[src/rtl/core/tdsd_pkg.sv]
// Package: types, constants and decode functions of the stopwatch display.
`default_nettype none
package tdsd_pkg;

   localparam int NUM_DIGITS_DEF = 3;
   localparam int CSR_AW         = 4;
   localparam int CSR_DW         = 32;

   localparam logic [7:0]  DEBOUNCE_MS_RST     = 8'd50;
   localparam logic [15:0] COUNT_PERIOD_MS_RST = 16'd1000;
   localparam logic [7:0]  MUX_MS_RST          = 8'd30;
   localparam logic [3:0]  BCD_MAX             = 4'd9;

   // register indexes (byte address / 4)
   localparam logic [1:0] REG_DEBOUNCE     = 2'd0;
   localparam logic [1:0] REG_COUNT_PERIOD = 2'd1;
   localparam logic [1:0] REG_MUX          = 2'd2;

   // run_mode codes seen on the result channel
   localparam logic [1:0] RUN_STOPPED  = 2'd0;
   localparam logic [1:0] RUN_RUNNING  = 2'd1;
   localparam logic [1:0] RUN_STOPPING = 2'd2;
   localparam logic [1:0] RUN_ALARM    = 2'd3;

   typedef enum logic [3:0] {
      MODE_STOPPED  = 4'b0001,
      MODE_RUNNING  = 4'b0010,
      MODE_STOPPING = 4'b0100,
      MODE_ALARM    = 4'b1000
   } mode_type;

   typedef struct packed {
      logic start;
      logic clear;
   } press_type;

   function automatic logic [1:0] mode_code(input mode_type m);
      logic [1:0] c;
      case (m)
         MODE_RUNNING:  c = RUN_RUNNING;
         MODE_STOPPING: c = RUN_STOPPING;
         MODE_ALARM:    c = RUN_ALARM;
         default:       c = RUN_STOPPED;
      endcase
      return c;
   endfunction

   // segments a..g on bits 0..6; non-BCD codes dark
   function automatic logic [6:0] seg_decode(input logic [3:0] d);
      logic [6:0] s;
      case (d)
         4'd0:    s = 7'h3F;
         4'd1:    s = 7'h06;
         4'd2:    s = 7'h5B;
         4'd3:    s = 7'h4F;
         4'd4:    s = 7'h66;
         4'd5:    s = 7'h6D;
         4'd6:    s = 7'h7D;
         4'd7:    s = 7'h07;
         4'd8:    s = 7'h7F;
         4'd9:    s = 7'h6F;
         default: s = 7'h00;
      endcase
      return s;
   endfunction

endpackage
`default_nettype wire

[src/rtl/core/tdsd_debounce.sv]
// Debouncer for one raw button level, counting millisecond ticks.
`default_nettype none
module tdsd_debounce (
   input  logic       clock,
   input  logic       reset,
   input  logic       enable,
   input  logic       tick,
   input  logic       raw,
   input  logic [7:0] debounce_ms,
   output logic       press
);

   logic [7:0] cnt_ff, cnt_in;
   logic       last_ff, last_in;
   logic       level_ff, level_in;
   logic [7:0] step;

   always_comb begin
      cnt_in   = cnt_ff;
      level_in = level_ff;
      last_in  = raw;
      press    = 1'b0;
      step     = cnt_ff;
      if (raw != last_ff) begin
         cnt_in = '0;
      end else begin
         // saturate at the threshold
         if (tick && (cnt_ff < debounce_ms)) begin
            step = cnt_ff + 8'd1;
         end
         cnt_in = step;
         if ((step >= debounce_ms) && (raw != level_ff)) begin
            level_in = raw;
            press    = raw;
         end
      end
   end

   always_ff @(posedge clock) begin
      if (reset) begin
         cnt_ff   <= '0;
         last_ff  <= 1'b0;
         level_ff <= 1'b0;
      end else if (enable) begin
         cnt_ff   <= cnt_in;
         last_ff  <= last_in;
         level_ff <= level_in;
      end
   end

endmodule
`default_nettype wire

[src/rtl/core/tdsd_count.sv]
// Run-mode state machine, period counter and saturating BCD count.
`default_nettype none
module tdsd_count
   import tdsd_pkg::*;
#(
   parameter int NUM_DIGITS = NUM_DIGITS_DEF
) (
   input  logic                       clock,
   input  logic                       reset,
   input  logic                       enable,
   input  logic                       tick,
   input  press_type                  press,
   input  logic [15:0]                count_period_ms,
   output logic [NUM_DIGITS-1:0][3:0] digits_in,
   output mode_type                   mode_in
);

   logic [NUM_DIGITS-1:0][3:0] digits_ff;
   mode_type                   mode_ff;
   logic [15:0]                period_ff, period_in;
   logic [NUM_DIGITS-1:0][3:0] digits_inc;
   logic                       all_nine;
   logic                       carry;
   logic                       changed;
   logic [16:0]                period_next;

   // ripple increment across the digits
   always_comb begin
      carry    = 1'b1;
      all_nine = 1'b1;
      for (int i = 0; i < NUM_DIGITS; i++) begin
         digits_inc[i] = digits_ff[i];
         if (digits_ff[i] != BCD_MAX) begin
            all_nine = 1'b0;
         end
         if (carry) begin
            if (digits_ff[i] < BCD_MAX) begin
               digits_inc[i] = digits_ff[i] + 4'd1;
               carry         = 1'b0;
            end else begin
               digits_inc[i] = '0;
            end
         end
      end
   end

   always_comb begin
      mode_in     = mode_ff;
      period_in   = period_ff;
      digits_in   = digits_ff;
      changed     = 1'b0;
      period_next = {1'b0, period_ff} + 17'd1;
      case (mode_ff)
         MODE_STOPPED: begin
            if (press.start) begin
               mode_in   = MODE_RUNNING;
               period_in = '0;
               changed   = 1'b1;
            end else if (press.clear) begin
               digits_in = '0;
            end
         end
         MODE_RUNNING: begin
            if (press.start) begin
               mode_in   = MODE_STOPPING;
               period_in = '0;
               changed   = 1'b1;
            end
         end
         default: begin
         end
      endcase
      if (!changed && tick && ((mode_ff == MODE_RUNNING) || (mode_ff == MODE_STOPPING))) begin
         if (period_next >= {1'b0, count_period_ms}) begin
            period_in = '0;
            if (all_nine) begin
               mode_in = MODE_ALARM;
            end else begin
               digits_in = digits_inc;
               if (mode_ff == MODE_STOPPING) begin
                  mode_in = MODE_STOPPED;
               end
            end
         end else begin
            period_in = period_next[15:0];
         end
      end
   end

   always_ff @(posedge clock) begin
      if (reset) begin
         mode_ff   <= MODE_STOPPED;
         period_ff <= '0;
         digits_ff <= '0;
      end else if (enable) begin
         mode_ff   <= mode_in;
         period_ff <= period_in;
         digits_ff <= digits_in;
      end
   end

endmodule
`default_nettype wire

[src/rtl/core/tdsd_scan.sv]
// Display scan: digit select counter and segment decode of the selected digit.
`default_nettype none
module tdsd_scan
   import tdsd_pkg::*;
#(
   parameter int NUM_DIGITS = NUM_DIGITS_DEF
) (
   input  logic                       clock,
   input  logic                       reset,
   input  logic                       enable,
   input  logic                       tick,
   input  logic [7:0]                 mux_ms,
   input  logic [NUM_DIGITS-1:0][3:0] digits,
   output logic [6:0]                 segment_in,
   output logic [2:0]                 enable_in
);

   localparam int IDX_W = (NUM_DIGITS > 1) ? $clog2(NUM_DIGITS) : 1;
   localparam logic [IDX_W-1:0] IDX_LAST = IDX_W'(NUM_DIGITS - 1);

   logic [7:0]       cnt_ff, cnt_in;
   logic [IDX_W-1:0] idx_ff, idx_in;
   logic [8:0]       cnt_next;

   always_comb begin
      cnt_in   = cnt_ff;
      idx_in   = idx_ff;
      cnt_next = {1'b0, cnt_ff} + 9'd1;
      if (tick) begin
         if (cnt_next >= {1'b0, mux_ms}) begin
            cnt_in = '0;
            idx_in = (idx_ff == IDX_LAST) ? '0 : idx_ff + 1'b1;
         end else begin
            cnt_in = cnt_next[7:0];
         end
      end
      segment_in = seg_decode(digits[idx_in]);
      // only three enable lines exist; higher digits show none
      for (int j = 0; j < 3; j++) begin
         enable_in[j] = (j < NUM_DIGITS) && (32'(idx_in) == j);
      end
   end

   always_ff @(posedge clock) begin
      if (reset) begin
         cnt_ff <= '0;
         idx_ff <= '0;
      end else if (enable) begin
         cnt_ff <= cnt_in;
         idx_ff <= idx_in;
      end
   end

endmodule
`default_nettype wire

[src/rtl/core/three_digit_stopwatch_display.sv]
// Top level: stopwatch with debounced buttons and multiplexed 7-segment output.
//
//   channel  direction  handshake               payload
//   req      in         req_valid / req_stall   ms_tick, start_level, clear_level
//   rsp      out        rsp_valid / rsp_stall   segments, enable, digits, run_mode
//   csr      in/out     APB psel/penable        debounce, period, mux registers
//
// One item a clock while req_stall is low: the input item and the current
// state go through one level of counters and compares and land in the result
// register on the same edge, and rsp_valid rises in the cycle after accept.
// The result register is the only buffer, so req_stall rises only while a
// result waits under rsp_stall. Synchronous reset clears all counters, the mode,
// the digits and rsp_valid, and loads the register defaults (50 / 1000 / 30 ms).
`default_nettype none
module three_digit_stopwatch_display
   import tdsd_pkg::*;
#(
   parameter int NUM_DIGITS = NUM_DIGITS_DEF
) (
   input  logic              clock,
   input  logic              reset,
   // input items
   input  logic              req_valid,
   output logic              req_stall,
   input  logic              req_ms_tick,
   input  logic              req_start_level,
   input  logic              req_clear_level,
   // result items
   output logic              rsp_valid,
   input  logic              rsp_stall,
   output logic [6:0]        rsp_segment_pattern,
   output logic [2:0]        rsp_digit_enable,
   output logic [3:0]        rsp_units_digit,
   output logic [3:0]        rsp_tens_digit,
   output logic [3:0]        rsp_hundreds_digit,
   output logic [1:0]        rsp_run_mode,
   // configuration
   input  logic              csr_psel,
   input  logic              csr_penable,
   input  logic              csr_pwrite,
   input  logic [CSR_AW-1:0] csr_paddr,
   input  logic [CSR_DW-1:0] csr_pwdata,
   output logic [CSR_DW-1:0] csr_prdata,
   output logic              csr_pready
);

   // configuration registers
   logic [7:0]  debounce_ms_ff;
   logic [15:0] count_period_ms_ff;
   logic [7:0]  mux_ms_ff;
   logic        csr_write;
   logic [1:0]  csr_index;

   // handshake
   logic accept;
   logic rsp_valid_ff, rsp_valid_in;

   // next state from the units
   press_type                  press;
   logic [NUM_DIGITS-1:0][3:0] digits_in;
   mode_type                   mode_in;
   logic [6:0]                 segment_in;
   logic [2:0]                 enable_in;
   logic [3:0]                 tens_in, hundreds_in;

   // result register
   logic [6:0] segment_ff;
   logic [2:0] enable_ff;
   logic [3:0] units_ff, tens_ff, hundreds_ff;
   logic [1:0] run_mode_ff;

   // ---------------------------------------------------------------- csr
   assign csr_pready = 1'b1;
   assign csr_index  = csr_paddr[3:2];
   assign csr_write  = csr_psel && csr_penable && csr_pwrite && csr_pready;

   always_ff @(posedge clock) begin
      if (reset) begin
         debounce_ms_ff     <= DEBOUNCE_MS_RST;
         count_period_ms_ff <= COUNT_PERIOD_MS_RST;
         mux_ms_ff          <= MUX_MS_RST;
      end else if (csr_write) begin
         case (csr_index)
            REG_DEBOUNCE:     debounce_ms_ff     <= csr_pwdata[7:0];
            REG_COUNT_PERIOD: count_period_ms_ff <= csr_pwdata[15:0];
            REG_MUX:          mux_ms_ff          <= csr_pwdata[7:0];
            default: begin
               // drop writes past the register list
            end
         endcase
      end
   end

   always_comb begin
      case (csr_index)
         REG_DEBOUNCE:     csr_prdata = {24'd0, debounce_ms_ff};
         REG_COUNT_PERIOD: csr_prdata = {16'd0, count_period_ms_ff};
         REG_MUX:          csr_prdata = {24'd0, mux_ms_ff};
         default:          csr_prdata = '0;
      endcase
   end

   // ---------------------------------------------------------- handshake
   // Take an item whenever the result register is empty or being drained.
   assign req_stall    = rsp_valid_ff && rsp_stall;
   assign accept       = req_valid && !req_stall;
   assign rsp_valid_in = accept || (rsp_valid_ff && rsp_stall);

   // -------------------------------------------------------------- units
   tdsd_debounce u_start_db (
      .clock       (clock),
      .reset       (reset),
      .enable      (accept),
      .tick        (req_ms_tick),
      .raw         (req_start_level),
      .debounce_ms (debounce_ms_ff),
      .press       (press.start)
   );

   tdsd_debounce u_clear_db (
      .clock       (clock),
      .reset       (reset),
      .enable      (accept),
      .tick        (req_ms_tick),
      .raw         (req_clear_level),
      .debounce_ms (debounce_ms_ff),
      .press       (press.clear)
   );

   tdsd_count #(
      .NUM_DIGITS (NUM_DIGITS)
   ) u_count (
      .clock           (clock),
      .reset           (reset),
      .enable          (accept),
      .tick            (req_ms_tick),
      .press           (press),
      .count_period_ms (count_period_ms_ff),
      .digits_in       (digits_in),
      .mode_in         (mode_in)
   );

   tdsd_scan #(
      .NUM_DIGITS (NUM_DIGITS)
   ) u_scan (
      .clock      (clock),
      .reset      (reset),
      .enable     (accept),
      .tick       (req_ms_tick),
      .mux_ms     (mux_ms_ff),
      .digits     (digits_in),
      .segment_in (segment_in),
      .enable_in  (enable_in)
   );

   // absent digits read as zero
   generate
      if (NUM_DIGITS > 1) begin : g_tens
         assign tens_in = digits_in[1];
      end else begin : g_no_tens
         assign tens_in = '0;
      end
      if (NUM_DIGITS > 2) begin : g_hundreds
         assign hundreds_in = digits_in[2];
      end else begin : g_no_hundreds
         assign hundreds_in = '0;
      end
   endgenerate

   // ----------------------------------------------------- result register
   always_ff @(posedge clock) begin
      if (reset) begin
         rsp_valid_ff <= 1'b0;
      end else begin
         rsp_valid_ff <= rsp_valid_in;
      end
   end

   // hold the payload while stalled, load on accept
   always_ff @(posedge clock) begin
      if (accept) begin
         segment_ff  <= segment_in;
         enable_ff   <= enable_in;
         units_ff    <= digits_in[0];
         tens_ff     <= tens_in;
         hundreds_ff <= hundreds_in;
         run_mode_ff <= mode_code(mode_in);
      end
   end

   assign rsp_valid           = rsp_valid_ff;
   assign rsp_segment_pattern = segment_ff;
   assign rsp_digit_enable    = enable_ff;
   assign rsp_units_digit     = units_ff;
   assign rsp_tens_digit      = tens_ff;
   assign rsp_hundreds_digit  = hundreds_ff;
   assign rsp_run_mode        = run_mode_ff;

endmodule
`default_nettype wire

[config.mk]
export PLATFORM = sky130hd
export DESIGN_NAME = three_digit_stopwatch_display
export DESIGN_NICKNAME = d
export VERILOG_FILES = /design/src/rtl/core/tdsd_pkg.sv /design/src/rtl/core/tdsd_debounce.sv /design/src/rtl/core/tdsd_count.sv /design/src/rtl/core/tdsd_scan.sv /design/src/rtl/core/three_digit_stopwatch_display.sv
export SDC_FILE = /design/constraint.sdc
export NUM_CORES = 1
export LEC_CHECK = 0
export ABC_AREA = 1
export BUFFER_PORTS_ARGS = -buffer_cell sky130_fd_sc_hd__buf_2
export CORE_MARGIN = 3
export CORE_UTILIZATION = 30
export CTS_CLUSTER_SIZE = 10
export DETAILED_ROUTE_END_ITERATION = 8
export PLACE_DENSITY = 0.45
export SLEW_MARGIN = 40
export SYNTH_ARGS = -nofsm -noshare
export SYNTH_HDL_FRONTEND = slang
export SYNTH_SLANG_ARGS = --single-unit
export TNS_END_PERCENT = 5
[constraint.sdc]
create_clock -name clock -period 5.7 [get_ports clock]
set_input_delay 0.285 -clock clock [delete_from_list [all_inputs] [get_ports clock]]
set_output_delay 0.285 -clock clock [all_outputs]
set_load 0.01 [all_outputs]
==> Implementation_results.wiki <==
{| class="wikitable"
! Metric !! Value
|-
| Synth top cells by count || 254 x sky130_fd_sc_hd__nand2_1, 148 x sky130_fd_sc_hd__inv_1, 105 x sky130_fd_sc_hd__a21oi_1, 95 x sky130_fd_sc_hd__dfxtp_1, 73 x sky130_fd_sc_hd__ha_1
|-
| Worst slew margin relative to its limit || 49.67%
|-
| Type of the worst setup path || reg -> reg
|-
| Area delta synth->final || 16.16%
|-
| Number of H-tree levels || 4
|-
| FF-to-FF Start || u_start_db.cnt_ff[1]
|-
| Primary FF master, synth || sky130_fd_sc_hd__dfxtp_1
|-
| Layout filler cell count || approximately 2,800
|-
| Detailed-route vias per instance || between 4 and 5
|-
| Net switching component of the power || 647.8 uW
|-
| Top-level port count || between 100 and 150
|-
| Initial core utilization || a little under a third
|-
| Number of nets with antenna violations after routing || 0
|-
| Number of buffers added to fix hold violations after cts || 0
|-
| Number of remaining DRC errors || 0
|-
| Clock transition at the register clock pins on the worst setup and hold paths after CTS || roughly 0.060 ns
|-
| #FFs+latches synth || approximately 120
|-
| Final weighted congestion in routability-driven placement || 0.8181
|-
| Post-synthesis cell type with the largest combined area || sky130_fd_sc_hd__dfxtp_1
|-
| Placed insts || about 1,500
|-
| Family with the most delay on the worst path || simple AND/OR/NAND/NOR gates
|-
| Pre-CTS setup slack || 0.6994 ns
|-
| Reg2reg path depth || 32
|-
| Cell chosen for the clock root || sky130_fd_sc_hd__clkbuf_16
|-
| Accumulated negative setup slack || 0 ns
|-
| Total leakage power || approximately 0.0044 uW
|-
| Power consumption || approximately 2400 uW
|-
| GRT Util Overall || between 10% and 20%
|-
| Sequential group share of total power || 38.8%
|-
| Largest net degree at the start of global routing || 58
|-
| Hold/Removal Path Class || in -> reg
|-
| Clock latency reported for the late side of the worst-skew pair || approximately 0.42 ns
|-
| Final worst path period need || about 5.0 ns
|-
| TritonCTS clock tree || yes
|-
| Power density of the placed cells || about 260 nW/um^2
|-
| Number of cells in the finished layout apart from fillers || roughly 1,500
|-
| Delay contributed by the slowest stage of the critical path || between 0.4 and 0.5 ns
|-
| Cells after Synth || about 1,100
|-
| Clock buffer count from CTS || 17
|-
| Largest clock skew in the final design || approximately 0.014 ns
|-
| Vias in the first global route || approximately 6,400
|-
| ANT cells || 0
|-
| Final Hold Violating Endpoints || 0
|-
| CP startpoint kind || flip-flop
|-
| Count of clock tree sinks || roughly 120
|-
| Smallest setup slack after layout || between 0.6 and 0.7 ns
|-
| Core Footprint || 25,620 um^2
|-
| Library cell with the highest instance count after synthesis || sky130_fd_sc_hd__nand2_1
|-
| Die area || roughly 29,000 um^2
|-
| Number of gates resized after cts || 0
|-
| Final setup fails || 0
|-
| Number of setup buffers added after CTS || 0
|-
| Half-perimeter wire length after placement || roughly 15,000 um
|-
| Total of max-cap violations || 0
|-
| Syn Std Cell Area || around 8000 um^2
|-
| Fmax || around 200 MHz
|-
| Fraction of post-synthesis cell area in the top cell type by area || 23.89%
|-
| Detail-routed net length per standard cell || roughly 14 um
|-
| Worst EP required || ~5.9 ns
|-
| Mean Syn Cell Area || between 7 and 8 um^2
|-
| Number of max-slew violations in the final report || 0
|-
| Proportion of power drawn by combinational gates || around 13%
|-
| Gr ovfl total || 0
|-
| Cell seen most often among critical-path stages || sky130_fd_sc_hd__nand2_1
|-
| IO Port Bufs || 69
|-
| Die height || about 170 um
|-
| Share of the clock period used by the worst path after layout || between 80% and 90%
|-
| Worst-path maximum fanout || 15
|-
| Setup repair after global routing missed its margin || no
|-
| Count of yosys warnings during synthesis || 0
|-
| Maximum buffer depth of the clock tree || 2
|-
| Cell types with the largest area share after synthesis || sky130_fd_sc_hd__dfxtp_1 24%, sky130_fd_sc_hd__nand2_1 12%, sky130_fd_sc_hd__ha_1 11%
|-
| R2R Path End || rsp_segment_pattern[5]
|-
| Horizontal die dimension || 168.9 um
|-
| Standard cell with the maximum stage delay on the critical path || sky130_fd_sc_hd__dfxtp_1
|-
| First-pass detailed-route iteration total || 5
|-
| Worst hold slack across all endpoints || a little over 0.08 ns
|-
| Slew @ Worst Pin || 0.7549 ns
|-
| Outcome || completed
|-
| Post-synth EDFFs || 24
|-
| Start point of the worst min-delay path || csr_pwdata[9]
|-
| Number of DRC violations after detailed-routing iteration 0 || 437
|-
| Number of standard-cell rows in the floorplan || 58
|-
| Cell count of the worst hold path || 3
|-
| Sequential element share of the synthesized area || between 30% and 40%
|-
| Maximum VDD drop || roughly 0.00015 V
|-
| Hold path endpoint || count_period_ms_ff[9]
|-
| Antenna violations before repair || 0
|-
| Clock share of power || 48.7%
|-
| Routed via count || approximately 6,800
|-
| Setup slack on the worst flop-to-flop path || approximately 0.70 ns
|-
| Arrival @ worst endpoint || around 5.2 ns
|-
| P_int || 1725 uW
|-
| Global-route wire length before repair || 33,650 um
|-
| Kind of capture point of the worst setup path || flip-flop
|-
| # nets final || around 1,300
|-
| Fraction of layout cells with a size suffix above 1 || 14.88%
|-
| Post-synth ARST share || 0%
|-
| Switching fraction of total power || around 27%
|-
| Sum of buffers and inverters on the critical path || 5
|-
| Unique masters post-synth || 50
|-
| Wire length reported by the detailed router || approximately 20,000 um
|}
[sequential cells by signal, summed over array words and instances, names as in the netlist]
register / flops
count_period_ms_ff: 16
debounce_ms_ff: 8
mux_ms_ff: 8
rsp_digit_enable: 3
rsp_hundreds_digit: 4
rsp_run_mode: 2
rsp_segment_pattern: 7
rsp_tens_digit: 4
rsp_units_digit: 4
rsp_valid: 1
u_clear_db.cnt_ff: 8
u_clear_db.last_ff: 1
u_clear_db.level_ff: 1
u_count.digits_ff: 12
u_count.mode_ff: 4
u_count.period_ff: 16
u_scan.cnt_ff: 8
u_scan.idx_ff: 2
u_start_db.cnt_ff: 8
u_start_db.last_ff: 1
u_start_db.level_ff: 1
[layout by cell type, fill, tap and decap left out, drive strengths merged, types with 5 or more instances in the layout]
cell type,netlist,final
a21oi,107,107
o21ai,58,58
xnor2,14,14
ha,73,73
o211ai,16,16
nor3,11,11
clkbuf,20,21
inv,156,159
edfxtp,24,24
o221ai,7,7
dfxtp,95,95
nand4,20,20
nor2,74,74
nand3,56,56
conb,2,17
nand2,268,268
xor2,23,23
buf,20,80
clkinv,2,5
[cells by family after synthesis]
group / synth area share (%)
adder cells (fa/ha/maj): 11.47
buffers and inverters: 10.73
flip-flops: 32.94
AND/OR/NAND/NOR: 26.29
XOR/XNOR: 4.070
other: 0.09433
AO/OA/AOI/OAI: 14.40
[how the worst max path moves through the flow]
| stage | start | end | cells after the start | slack (ns) |
|---|---|---|---|---|
| after floorplan | debounce_ms_ff[1] | rsp_segment_pattern[3] | 32 | 1.69 |
| after global placement | u_start_db.cnt_ff[1] | rsp_segment_pattern[5] | 34 | 0.74 |
| after detailed placement | u_start_db.cnt_ff[1] | rsp_segment_pattern[1] | 31 | 0.70 |
| after CTS | u_start_db.cnt_ff[1] | rsp_segment_pattern[1] | 31 | 0.69 |
| after global routing | u_start_db.cnt_ff[1] | rsp_segment_pattern[3] | 32 | 0.07 |
| final | u_start_db.cnt_ff[1] | rsp_segment_pattern[5] | 32 | 0.70 |
[layer usage]
| metal | up-vias | part of all wire, % | track usage, % | wire, um |
|---|---|---|---|---|
| li1 | 3655 | - | - | - |
| met1 | 3031 | 50 | 20.02 | 10270 |
| met2 | 122 | 45 | 23.50 | 9218 |
| met3 | 12 | 3.5 | 2.756 | 716 |
| met4 | 0 | 1.0 | 3.842 | 214 |
| met5 | - | 0 | 0 | 0 |
[metrics by stage]
step / utilization (%) / cell area [um^2]
global placement: 33.59 / 8605
global route: 36.10 / 9248
floorplan: - / 8018
CTS: 36.09 / 9245
finish: 36.10 / 9248
detailed placement: 33.60 / 8608
[cell type report]
class                           instances  area, um^2  share of cell area, %
Inverter                              158       593.1                  6.413
Clock inverter                         11       133.9                  1.448
Clock buffer                           21       503.0                  5.439
Timing Repair Buffer                   80       427.9                  4.627
Tap cell                              330       412.9                  4.465
Multi-Input combinational cell        774        4554                  49.25
Sequential cell                       119        2623                  28.36
[worst min-delay path, delay by kind of cell]
family | cells | cell delay, ns
compound gates | 1 | 0.06
simple gates | 1 | 0.04
buf+inv | 1 | 0.08
[power groups by stage]
stage | sequential [uW] | clock (uW) | combinational [uW]
after floorplan | 944 | 0 | 212
after global placement | 938 | 0 | 301
after detailed placement | 938 | 0 | 301
after CTS | 920 | 1190 | 303
after global routing | 923 | 1220 | 342
final | 920 | 1160 | 298
(Power assumes the default switching activity.)
